==> config.mk <==
export PLATFORM = sky130hd
export DESIGN_NAME = sbb_front
export DESIGN_NICKNAME = d
export VERILOG_FILES = /design/src/hw/rtl/sbb_pkg.sv /design/src/hw/rtl/sbb_front.sv
export SDC_FILE = /design/constraint.sdc
export NUM_CORES = 1
export LEC_CHECK = 0
export ABC_AREA = 1
export CORE_MARGIN = 3
export CORE_UTILIZATION = 45
export CTS_BUF_LIST = sky130_fd_sc_hd__clkbuf_8
export CTS_CLUSTER_SIZE = 14
export DETAILED_ROUTE_END_ITERATION = 8
export DONT_BUFFER_PORTS = 1
export MAX_ROUTING_LAYER = met4
export SLEW_MARGIN = 10
export SYNTH_ARGS = -nofsm -noshare
export SYNTH_HDL_FRONTEND = slang
export SYNTH_SLANG_ARGS = --single-unit
export TNS_END_PERCENT = 30
==> constraint.sdc <==
create_clock -name clk -period 11.4 [get_ports clk]
set_clock_uncertainty 0.2 [all_clocks]
set_input_delay 3.42 -clock clk [delete_from_list [all_inputs] [get_ports clk]]
set_output_delay 3.42 -clock clk [all_outputs]
set_load 0.02 [all_outputs]
==> src/hw/rtl/sbb_pkg.sv <==
// shared types, constants and tables of the point to scan beam binning block
// no dependencies
`timescale 1ns / 1ps

package sbb_pkg;

  localparam int BEAMS        = 1024;
  localparam int CORDIC_STEPS = 16;
  localparam int BEAM_W       = $clog2(BEAMS);
  localparam int BEAM_CAP     = (BEAMS < 1024) ? BEAMS : 1024;
  localparam int CW           = 38;
  localparam int GL           = 19;
  localparam int IDX_W        = 17;
  localparam logic [23:0] INV_GAIN = 24'd10188014;

  typedef enum logic [1:0] {
    MODE_CLEAR = 2'd0,
    MODE_WORLD = 2'd1,
    MODE_POLAR = 2'd2,
    MODE_READ  = 2'd3
  } mode_t;

  typedef enum logic [2:0] {
    REG_ROBOT_X      = 3'd0,
    REG_ROBOT_Y      = 3'd1,
    REG_LASER_YAW    = 3'd2,
    REG_RNG_LO       = 3'd3,
    REG_RNG_HI       = 3'd4,
    REG_ANG_START    = 3'd5,
    REG_INVERSE_STEP = 3'd6,
    REG_BEAMS_USED   = 3'd7
  } reg_idx_t;

  typedef enum logic [1:0] {
    C_IDLE,
    C_RUN,
    C_GAIN,
    C_DONE
  } cordic_state_t;

  typedef enum logic [3:0] {
    B_IDLE,
    B_ROT,
    B_VEC,
    B_BIN,
    B_MUL,
    B_RD,
    B_UPD,
    B_OUT,
    B_CLR
  } back_state_t;

  typedef struct packed {
    logic signed [23:0] robot_x;
    logic signed [23:0] robot_y;
    logic        [15:0] laser_yaw;
    logic        [23:0] rng_lo;
    logic        [23:0] rng_hi;
    logic        [15:0] ang_start;
    logic        [23:0] inverse_step;
    logic        [10:0] beams_used;
  } cfg_t;

  typedef struct packed {
    mode_t              mode;
    logic signed [23:0] pos_x;
    logic signed [23:0] pos_y;
    logic        [15:0] polar_angle;
    logic        [23:0] polar_range;
    logic        [9:0]  beam_select;
  } item_t;

  typedef struct packed {
    logic               hit;
    logic        [9:0]  beam_idx;
    logic        [23:0] range_value;
    logic               range_valid;
    logic signed [23:0] laser_x;
    logic signed [23:0] laser_y;
  } res_t;

  function automatic logic [31:0] atan_val(input logic [4:0] i);
    logic [31:0] v;
    unique case (i)
      5'd0:    v = 32'h20000000;
      5'd1:    v = 32'h12E4051E;
      5'd2:    v = 32'h09FB385B;
      5'd3:    v = 32'h051111D4;
      5'd4:    v = 32'h028B0D43;
      5'd5:    v = 32'h0145D7E1;
      5'd6:    v = 32'h00A2F61E;
      5'd7:    v = 32'h00517C55;
      5'd8:    v = 32'h0028BE53;
      5'd9:    v = 32'h00145F2F;
      5'd10:   v = 32'h000A2F98;
      5'd11:   v = 32'h000517CC;
      5'd12:   v = 32'h00028BE6;
      5'd13:   v = 32'h000145F3;
      5'd14:   v = 32'h0000A2FA;
      5'd15:   v = 32'h0000517D;
      5'd16:   v = 32'h000028BE;
      5'd17:   v = 32'h0000145F;
      5'd18:   v = 32'h00000A30;
      5'd19:   v = 32'h00000518;
      5'd20:   v = 32'h0000028C;
      5'd21:   v = 32'h00000146;
      5'd22:   v = 32'h000000A3;
      5'd23:   v = 32'h00000051;
      default: v = 32'h00000000;
    endcase
    return v;
  endfunction

endpackage

==> src/hw/rtl/sbb_front.sv <==
// front end: accepts items into a two-entry queue and decodes the mode
// depends on sbb_pkg
`timescale 1ns / 1ps

module sbb_front (
  input  logic               clk,
  input  logic               rst,
  input  logic               push,
  output logic               full,
  input  logic [1:0]         mode,
  input  logic signed [23:0] pos_x,
  input  logic signed [23:0] pos_y,
  input  logic [15:0]        polar_angle,
  input  logic [23:0]        polar_range,
  input  logic [9:0]         beam_select,
  output logic               item_valid,
  output sbb_pkg::item_t     item,
  input  logic               item_pop
);
  import sbb_pkg::*;

  item_t      q [2];
  logic       wp;
  logic       rp;
  logic [1:0] cnt;
  logic       do_push;
  item_t      in_item;

  assign full       = (cnt == 2'd2);
  assign item_valid = (cnt != 2'd0);
  assign item       = q[rp];
  assign do_push    = push && !full;

  always_comb begin
    in_item.mode        = mode_t'(mode);
    in_item.pos_x       = pos_x;
    in_item.pos_y       = pos_y;
    in_item.polar_angle = polar_angle;
    in_item.polar_range = polar_range;
    in_item.beam_select = beam_select;
  end

  always_ff @(posedge clk) begin
    if (do_push) begin
      q[wp] <= in_item;
    end
  end

  always_ff @(posedge clk) begin
    if (rst) begin
      wp  <= 1'b0;
      rp  <= 1'b0;
      cnt <= 2'd0;
    end else begin
      if (do_push) begin
        wp <= !wp;
      end
      if (item_pop) begin
        rp <= !rp;
      end
      cnt <= cnt + 2'(do_push) - 2'(item_pop);
    end
  end

endmodule

Yosys cells after proc, flatten, opt, wreduce, memory -nomap -nowiden:

Memories as Yosys holds them, arrays and structs flattened. A register that Yosys moved wholly into a read port is not among the register bits.
Cells that the tools add are included.

* divide/modulo/power cells: 0
* equality and inequality tests: 1
* shift operators: 0
* multiply operators: 0
* $add $sub $neg: 2
* magnitude comparators: 0
* multiplexer cells: 4
* bitwise gates (word level): 0
* reductions and logical operators: 5

Operator list (number)
* 2-to-1 mux 1 bit: 4
* logical NOT 1 bit: 3
* adder 2 x 1 -> 2 bit: 1
* equality test 2 bit (second input constant): 1
* nonzero test 2 bit: 1
* subtractor 2 x 1 -> 2 bit: 1
* logical AND 1 bit: 1

* bits in latches: 0
* word-level logic and storage cells: 16
* RAM bits: 200
* output and inout bits: 102
* bits in read-only memories: 0
* memories: 1
* bits of input ports: 104
* register bits after elaboration: 4

Memories
* q: words 2, bits a word 100, read ports 1, clocked after Yosys merged registers in 1, write ports 1, RTL line sbb_front.sv:22 `item_t q [2];`

Logic depth before layout (Yosys ltp):

Gate-level depths: netlist of run 1.

* depth after elaboration: 5
* gate-level depth with buffers: 11
* depth with buffers taken out: 11

Least setup slack after synthesis of run 1:

OpenSTA, ideal clock, no wires.

* kind: input to register
* start point: in push
* end point: mem q[0][0] (netlist bit), enable pin
* buffers on the path: 0
* stages: 2
* data arrival time: 7650 ps
* path slack: 2991 ps
* setup time: 559 ps
* data required time: 10641 ps
* cells stage by stage: nand2_1 -> nor2_1

* word-level cells in the longest chain between the ends: 3

RTL lines
* start, declared: RTL line sbb_front.sv:8 `input logic push,`
* logical AND 1 bit: RTL line sbb_front.sv:32 `assign do_push = push && !full;`
* 2-to-1 mux 1 bit: RTL line sbb_front.sv:44 `if (do_push) begin`
* 2-to-1 mux 1 bit (not written as such): RTL line sbb_front.sv:45 `q[wp] <= in_item;`
* end, declared: RTL line sbb_front.sv:22

Every way passes these cells.

==> impl_results.md, run 1 <==
- Dominant cell type by area after synthesis: edfxtp_1
- Placed cell count: 556
- Global-route wire length before repair: 19300 µm
- Core Region: 0.0169 mm²
- Die area: 0.0193 mm²
- Crit-path leading delay family: buffers and inverters
- Routability cong.: 0.738
- Post-Synth Adder-Cell Area: 0.315%
- Commonest non-fill, non-tap cells in the layout: edfxtp_1, mux2_4, clkbuf_8, inv_1, nand2_1
- Initial DRC count: 201
- Leak pwr: 3.13 nW
- Clock Latency Late Sink: 490 ps
- Post-Syn Nets: 450
- Diodes inserted: 0
- Share of layout cells above drive strength 1: 36.5%
- Maximum clock rate: 156 MHz
- FF+latch count, synth: 205
- Syn avg cell area: 23.1 µm²
- Synthesized area: 0.00795 mm²
- XOR/XNOR Fraction of Synth Area: 0.110%
- Avg Vias per Cell: 5.02
- Initial Utilization: 46.9%
- Worst-margin pin slew: 1100 ps
- Post-synthesis mux area share: 18.9%
- Synth top area share: 75.5%
- Mapped Cells: 344
- CP Data Arrival Time: 2790 ps
- Post_cts resized: 0
- CTS Buf Count: 35
- Top Ports: 206
- HP Class: reg -> reg
- CTS HTree Levels: 2
- Vias in the first global route: 3330
- Post-DP HPWL: 8350 µm
- DRC errors left: 0
- Chip width: 139 µm
- Final Max Tran Viols: 0
- Clock Path Buffers: 3
- CTS tree: yes
- Final nets: 479
- Seq/Total Area, Yosys: 76.8%
- FP Rows: 47
- First-pass DRT Iterations: 4
- Final count of hold timing violations: 0
- Crit. End Element: primary output
- RSZ-0062 raised after global routing: no
- Overflow left after global routing: 0
- CP max stage delay: 940 ps
- Worst slew margin: 26.6%
- Synth Area in Simple Gates: 0.740%
- WL/cell: 20.9 µm
- Cell-by-cell trace of the critical path: buf_4, mux2_4
- Largest family of logic cells by synthesized area: multiplexers
- All-Layer GR Usage: 13.5%
- Antenna Nets Post-Route: 0
- Crit Path Max Fanout: 60
- Distinct cells, synth: 12
- Complex-gate fraction of the synthesized area: 0.126%
- Hold Worst Slack: 309 ps
- CTS Hold Bufs: 0
- Post-CTS Setup Inserts: 0
- Final Non-Filler Cells: 617
- Die height: 139 µm
- Crit path buffers/inverters: 1
- Drt total wl: 12900 µm
- Total negative slack: 0 ps
- Required time worst endpoint: 7780 ps
- Slowest cell on the critical path: buf_4
- Initial antenna violation count: 0
- Period utilization: 56.2%
- Commonest non-fill, non-tap cell in the layout: edfxtp_1
- Outcome: complete, no violations
- Reg clk slew, reported paths: 50 ps
- Clock Tree Root: clkbuf_8
- Critical path type: reg -> out
- Area Growth Syn to Fin: 8.64%
- Max Cap Viol: 0
- Vias: 3100
- VDD IR max: 0.000116 V
- Largest net degree at the start of global routing: 68
- Startpoint type of the worst setup path: flop
- Worst reg2reg setup slack: 8520 ps
- Clock sink count: 205
- Final Setup Violations: 0
- Power Density: 196 mW/mm²
- Top post-synthesis cells by area: edfxtp_1, mux2_4, buf_12, dfxtp_1, inv_1
- Post-route minimum period: 6410 ps
- YS warnings: 0
- Port Buf Inserts: 0
worst register-to-register path, cell delays in order (launching register included):
cell and delay [ps]:
dfxtp_1 330, inv_1 50, nand2_1 130, nand2_1 140
nor2_4 760, buf_4 860
logic make-up after synthesis:
kind of cell	Yosys count
flops	205
simple gates	15
buf+inv	19
xor+xnor	1
mux	100
compound gates	2
fa+ha+maj	2
registers in the layout (all words and copies together) (netlist names), named ones only:
signal	count
cnt	2
q	200
rp	1
wp	1
report_power, final:
group,switching (mW),internal (mW)
Sequential,0.0227,0.904
Combinational,0.137,0.0839
Clock,0.263,0.285
Total,0.422,1.27
cells in the mapped netlist:
library cell  instances
a21oi_1               2
dfxtp_1               5
edfxtp_1            200
buf_12               10
mux2_4              100
ha_1                  2
nand2_1               7
buf_6                 1
xnor2_1               1
nor2_1                6
nand3_1               2
inv_1                 8
metal layers:
metal	share of wire [%]	up-vias	track usage (%)	wire [µm]
li1	-	1405	-	-
met1	33	1519	12.8	4320
met2	52	144	22.4	6690
met3	12	32	7.48	1580
met4	2.5	0	5.92	326
met5	0	-	-	0
cell type report:
cell class              count  area, µm²
fillers                  1340       8300
flip-flops and latches    205       6110
multi-input cells         120       1610
clock buffers              35        482
well taps                 220        275
clock inverters            26        105
inverters                   8       32.5
repair buffers              3       22.5
worst paths after layout:
kind | depth (start not counted) | to | start
setup reg to reg | 5 | q[0][90]$_DFFE_PP_ | cnt[0]$_SDFF_PP0_
hold / removal | 2 | rp$_SDFFE_PP0P_ | rp$_SDFFE_PP0P_
setup / recovery | 2 | item[93] | flop
hold reg to reg | 2 | rp$_SDFFE_PP0P_ | rp$_SDFFE_PP0P_
stage by stage:
| stage | power [mW] | util [%] | area, µm² | setup slack (ps) |
|---|---|---|---|---|
| CTS | 1.73 | 51.0 | 8640 | 4910 |
| finish | 1.70 | 51.0 | 8640 | 4990 |
| global route | 1.77 | 51.0 | 8640 | 4830 |
| detailed placement | 1.17 | 47.5 | 8050 | 5460 |
| global placement | 1.17 | 47.5 | 8050 | 5500 |
| floorplan | 1.15 | - | 7950 | 2990 |
Note: power is estimated with default switching activity, not from simulation.
==> run 2: changes to the inputs <==
Settings changed: ABC_AREA 1 to 0.
Clock period 11.4 ns to 5.75 ns, I/O delays scaled along.
==> impl_results.md, run 2 <==
- All-Layer GR Usage: 14.1% (+0.62 points)
- Period utilization: 74.9%
- Seq/Total Area, Yosys: 81.6% (+4.8 points)
- Worst Setup EP: item[64]
- Worst setup margin: 1440 ps (-3550 ps)
- FF+latch count, synth: 205 (unchanged)
- Share of layout cells above drive strength 1: 39.4% (+2.9 points)
- Diodes inserted: 0 (unchanged)
- Synth top area share: 80.3% (+4.7 points)
- VDD IR max: 0.000439 V (+280%)
- Vias: 3092 (-0.26%)
- CTS tree: yes
- YS warnings: 0 (unchanged)
- Post-route minimum period: 4310 ps
- Final core occ: 51.6% (+0.56 points)
- Core Region: 0.0161 mm² (-5.2%)
- Worst reg2reg setup slack: 3100 ps (-5420 ps)
- Largest net degree at the start of global routing: 82 (+21%)
- First-pass DRT Iterations: 4 (unchanged)
- Most flops, register: q
- Initial Utilization: 46.6% (-0.35 points)
- Global-route wire length before repair: 18800 µm (-2.2%)
- Dominant cell type by area after synthesis: edfxtp_1
- Chip width: 135 µm (-2.9%)
- Power Density: 432 mW/mm² (+120%)
- Outcome: complete, no violations
- Maximum clock rate: 232 MHz
- Placement Setup Slack: 1850 ps (-3620 ps)
- Critical path depth in cells: 2 (unchanged)
- CTS Buf Count: 34 (-2.9%)
- Reg clk slew, reported paths: 60 ps (about the same)
- Worst slew margin: 28.4% (+1.8 points)
- Most instantiated cells after synthesis: edfxtp_1, mux2_2, buf_6, dfxtp_1
- Die area: 0.0182 mm² (-5.6%)
- Vias in the first global route: 3433 (+3.1%)
- CTS HTree Levels: 2 (unchanged)
- Total negative slack: 0 ps (unchanged)
- Critical path type: reg -> out
- Die height: 135 µm (-2.9%)
- Clock Tree Root: clkbuf_8
- Syn avg cell area: 22.3 µm² (-3.7%)
- Routability cong.: 0.725 (-1.8%)
- Crit Path Max Fanout: 81 (+35%)
- HP Class: reg -> reg
- Mapped Cells: 336 (-2.3%)
- WL/cell: 21.1 µm (+0.84%)
- CP Data Arrival Time: 2380 ps (-410 ps)
- Port Buf Inserts: 0 (unchanged)
- Largest register FFs: 200 (unchanged)
- Commonest non-fill, non-tap cells in the layout: edfxtp_1, mux2_2, clkbuf_8, inv_1, clkinv_1
- Synth Flop Type: edfxtp_1
- DRC errors left: 0 (unchanged)
- Post-Syn Nets: 442 (-1.8%)
- Count leader, synth: edfxtp_1
- Reg-to-reg critical path startpoint: cnt[0]$_SDFF_PP0_
- Post-DP HPWL: 8280 µm (-0.82%)
- Post-DP Area: 0.00768 mm² (-4.7%)
- CP max stage delay: 1030 ps (+90 ps)
- Final Setup Violations: 0 (unchanged)
- Crit path buffers/inverters: 1 (unchanged)
- Startpoint type of the worst setup path: flop
- FP Rows: 46 (-2.1%)
- Hold Worst Slack: 310 ps (+0.348 ps)
- Max Cap Viol: 0 (unchanged)
- Cell-by-cell trace of the critical path: buf_4, mux2_2
- Post-CTS Setup Inserts: 0 (unchanged)
- Commonest non-fill, non-tap cell in the layout: edfxtp_1
- Crit. End Element: primary output
- Top post-synthesis cells by area: edfxtp_1, mux2_2, buf_6, dfxtp_1, ha_1
- Post-synth EDFFs: 200 (unchanged)
- Drt total wl: 12800 µm (-1.3%)
- Distinct cells, synth: 18 (+6)
- Top Ports: 206 (unchanged)
- Final Instance Area: 0.00828 mm² (-4.1%)
- Leak pwr: 2.73 nW (-13%)
- WHS Path Cells: 2 (unchanged)
- Initial DRC count: 137 (-32%)
- Final Max Tran Viols: 0 (unchanged)
- Clock sink count: 205 (unchanged)
- CTS Hold Bufs: 0 (unchanged)
- Clock Latency Late Sink: 490 ps (about the same)
- Final nets: 472 (-1.5%)
- Post_cts resized: 0 (unchanged)
- Initial antenna violation count: 0 (unchanged)
- Worst r2r dst: q[0][31]$_DFFE_PP_
- Required time worst endpoint: 3830 ps (-3950 ps)
- Area Growth Syn to Fin: 10.7%
- Overflow left after global routing: 0 (unchanged)
- Final count of hold timing violations: 0 (unchanged)
- Reg2reg path depth: 5 (unchanged)
- Largest regs: q: 200 flops, cnt: 2 flops
- Crit-path leading delay family: flip-flops
- Avg Vias per Cell: 5.12 (+1.9%)
- RSZ-0062 raised after global routing: no
- Worst-margin pin slew: 1070 ps (-27.3 ps)
- Clock Path Buffers: 3 (unchanged)
- Antenna Nets Post-Route: 0 (unchanged)
- Post-synth ARST share: 0% (unchanged)
- Synthesized area: 0.00748 mm² (-5.9%)
- Slowest cell on the critical path: dfxtp_4
[run 2: changes by cell type in the layout (fill, tap and decap cells not counted), moves of 2 or more]
cell      delta
buf_4        +2
clkinv_2     +2
inv_1       -12
mux2_2     +100
mux2_4     -100
nand2_1      -6
nand3_1      -2
nor2_1       -2
[run 2: per-stage QoR]
step	total power, mW	cells
2_1_floorplan	2.41	336
3_3_place_gp	2.49	546
3_5_place_dp	2.50	546
4_1_cts	3.64	604
5_1_grt	3.74	604
6_report	3.58	604
[run 2: worst register-to-register path: cells and delay by family (launching register included)]
family	cells	cell delay [ps]
buffers and inverters	3	1200
and+or+nand+nor	2	550
DFF	1	340
[run 2: metal layers]
metal / part of all wire [%] / GRT usage (%) / wire [µm]
met3: 14 / 8.38 / 1800
met2: 47 / 21.2 / 6010
met5: 0 / - / 0
met4: 2.7 / 6.33 / 350
met1: 36 / 14.9 / 4600
[run 2: cell type report]
cell class | count | area, µm²
clock inverters | 23 | 123
repair buffers | 5 | 37.5
inverters | 4 | 17.5
flip-flops and latches | 205 | 6110
multi-input cells | 116 | 1240
fillers | 1275 | 7780
clock buffers | 35 | 482
well taps | 216 | 270
[run 2: how the worst min path moves through the flow]
stage	slack, ps	to	start
3_5_place_dp	290	wp$_SDFFE_PP0P_	wp$_SDFFE_PP0P_
4_1_cts	300	wp$_SDFFE_PP0P_	wp$_SDFFE_PP0P_
3_3_place_gp	270	wp$_SDFFE_PP0P_	wp$_SDFFE_PP0P_
2_1_floorplan	250	wp$_SDFFE_PP0P_	wp$_SDFFE_PP0P_
5_1_grt	350	wp$_SDFFE_PP0P_	wp$_SDFFE_PP0P_
6_report	310	wp$_SDFFE_PP0P_	wp$_SDFFE_PP0P_
[run 2: kinds of logic after synthesis]
| group | after synthesis | synth area share, % |
|---|---|---|
| AO/OA/AOI/OAI | 2 | 0.134 |
| flip-flops | 205 | 81.6 |
| multiplexers | 100 | 15.1 |
| AND/OR/NAND/NOR | 9 | 0.669 |
| adder cells (fa/ha/maj) | 2 | 0.334 |
| XOR/XNOR | 3 | 0.351 |
| buffers and inverters | 15 | 1.86 |
[run 2: report_power, final]
group	switching [mW]	total, mW	internal (mW)
Sequential	0.0639	1.94	1.88
Combinational	0.365	0.513	0.148
Clock	0.515	1.12	0.609
Total	0.944	3.58	2.63
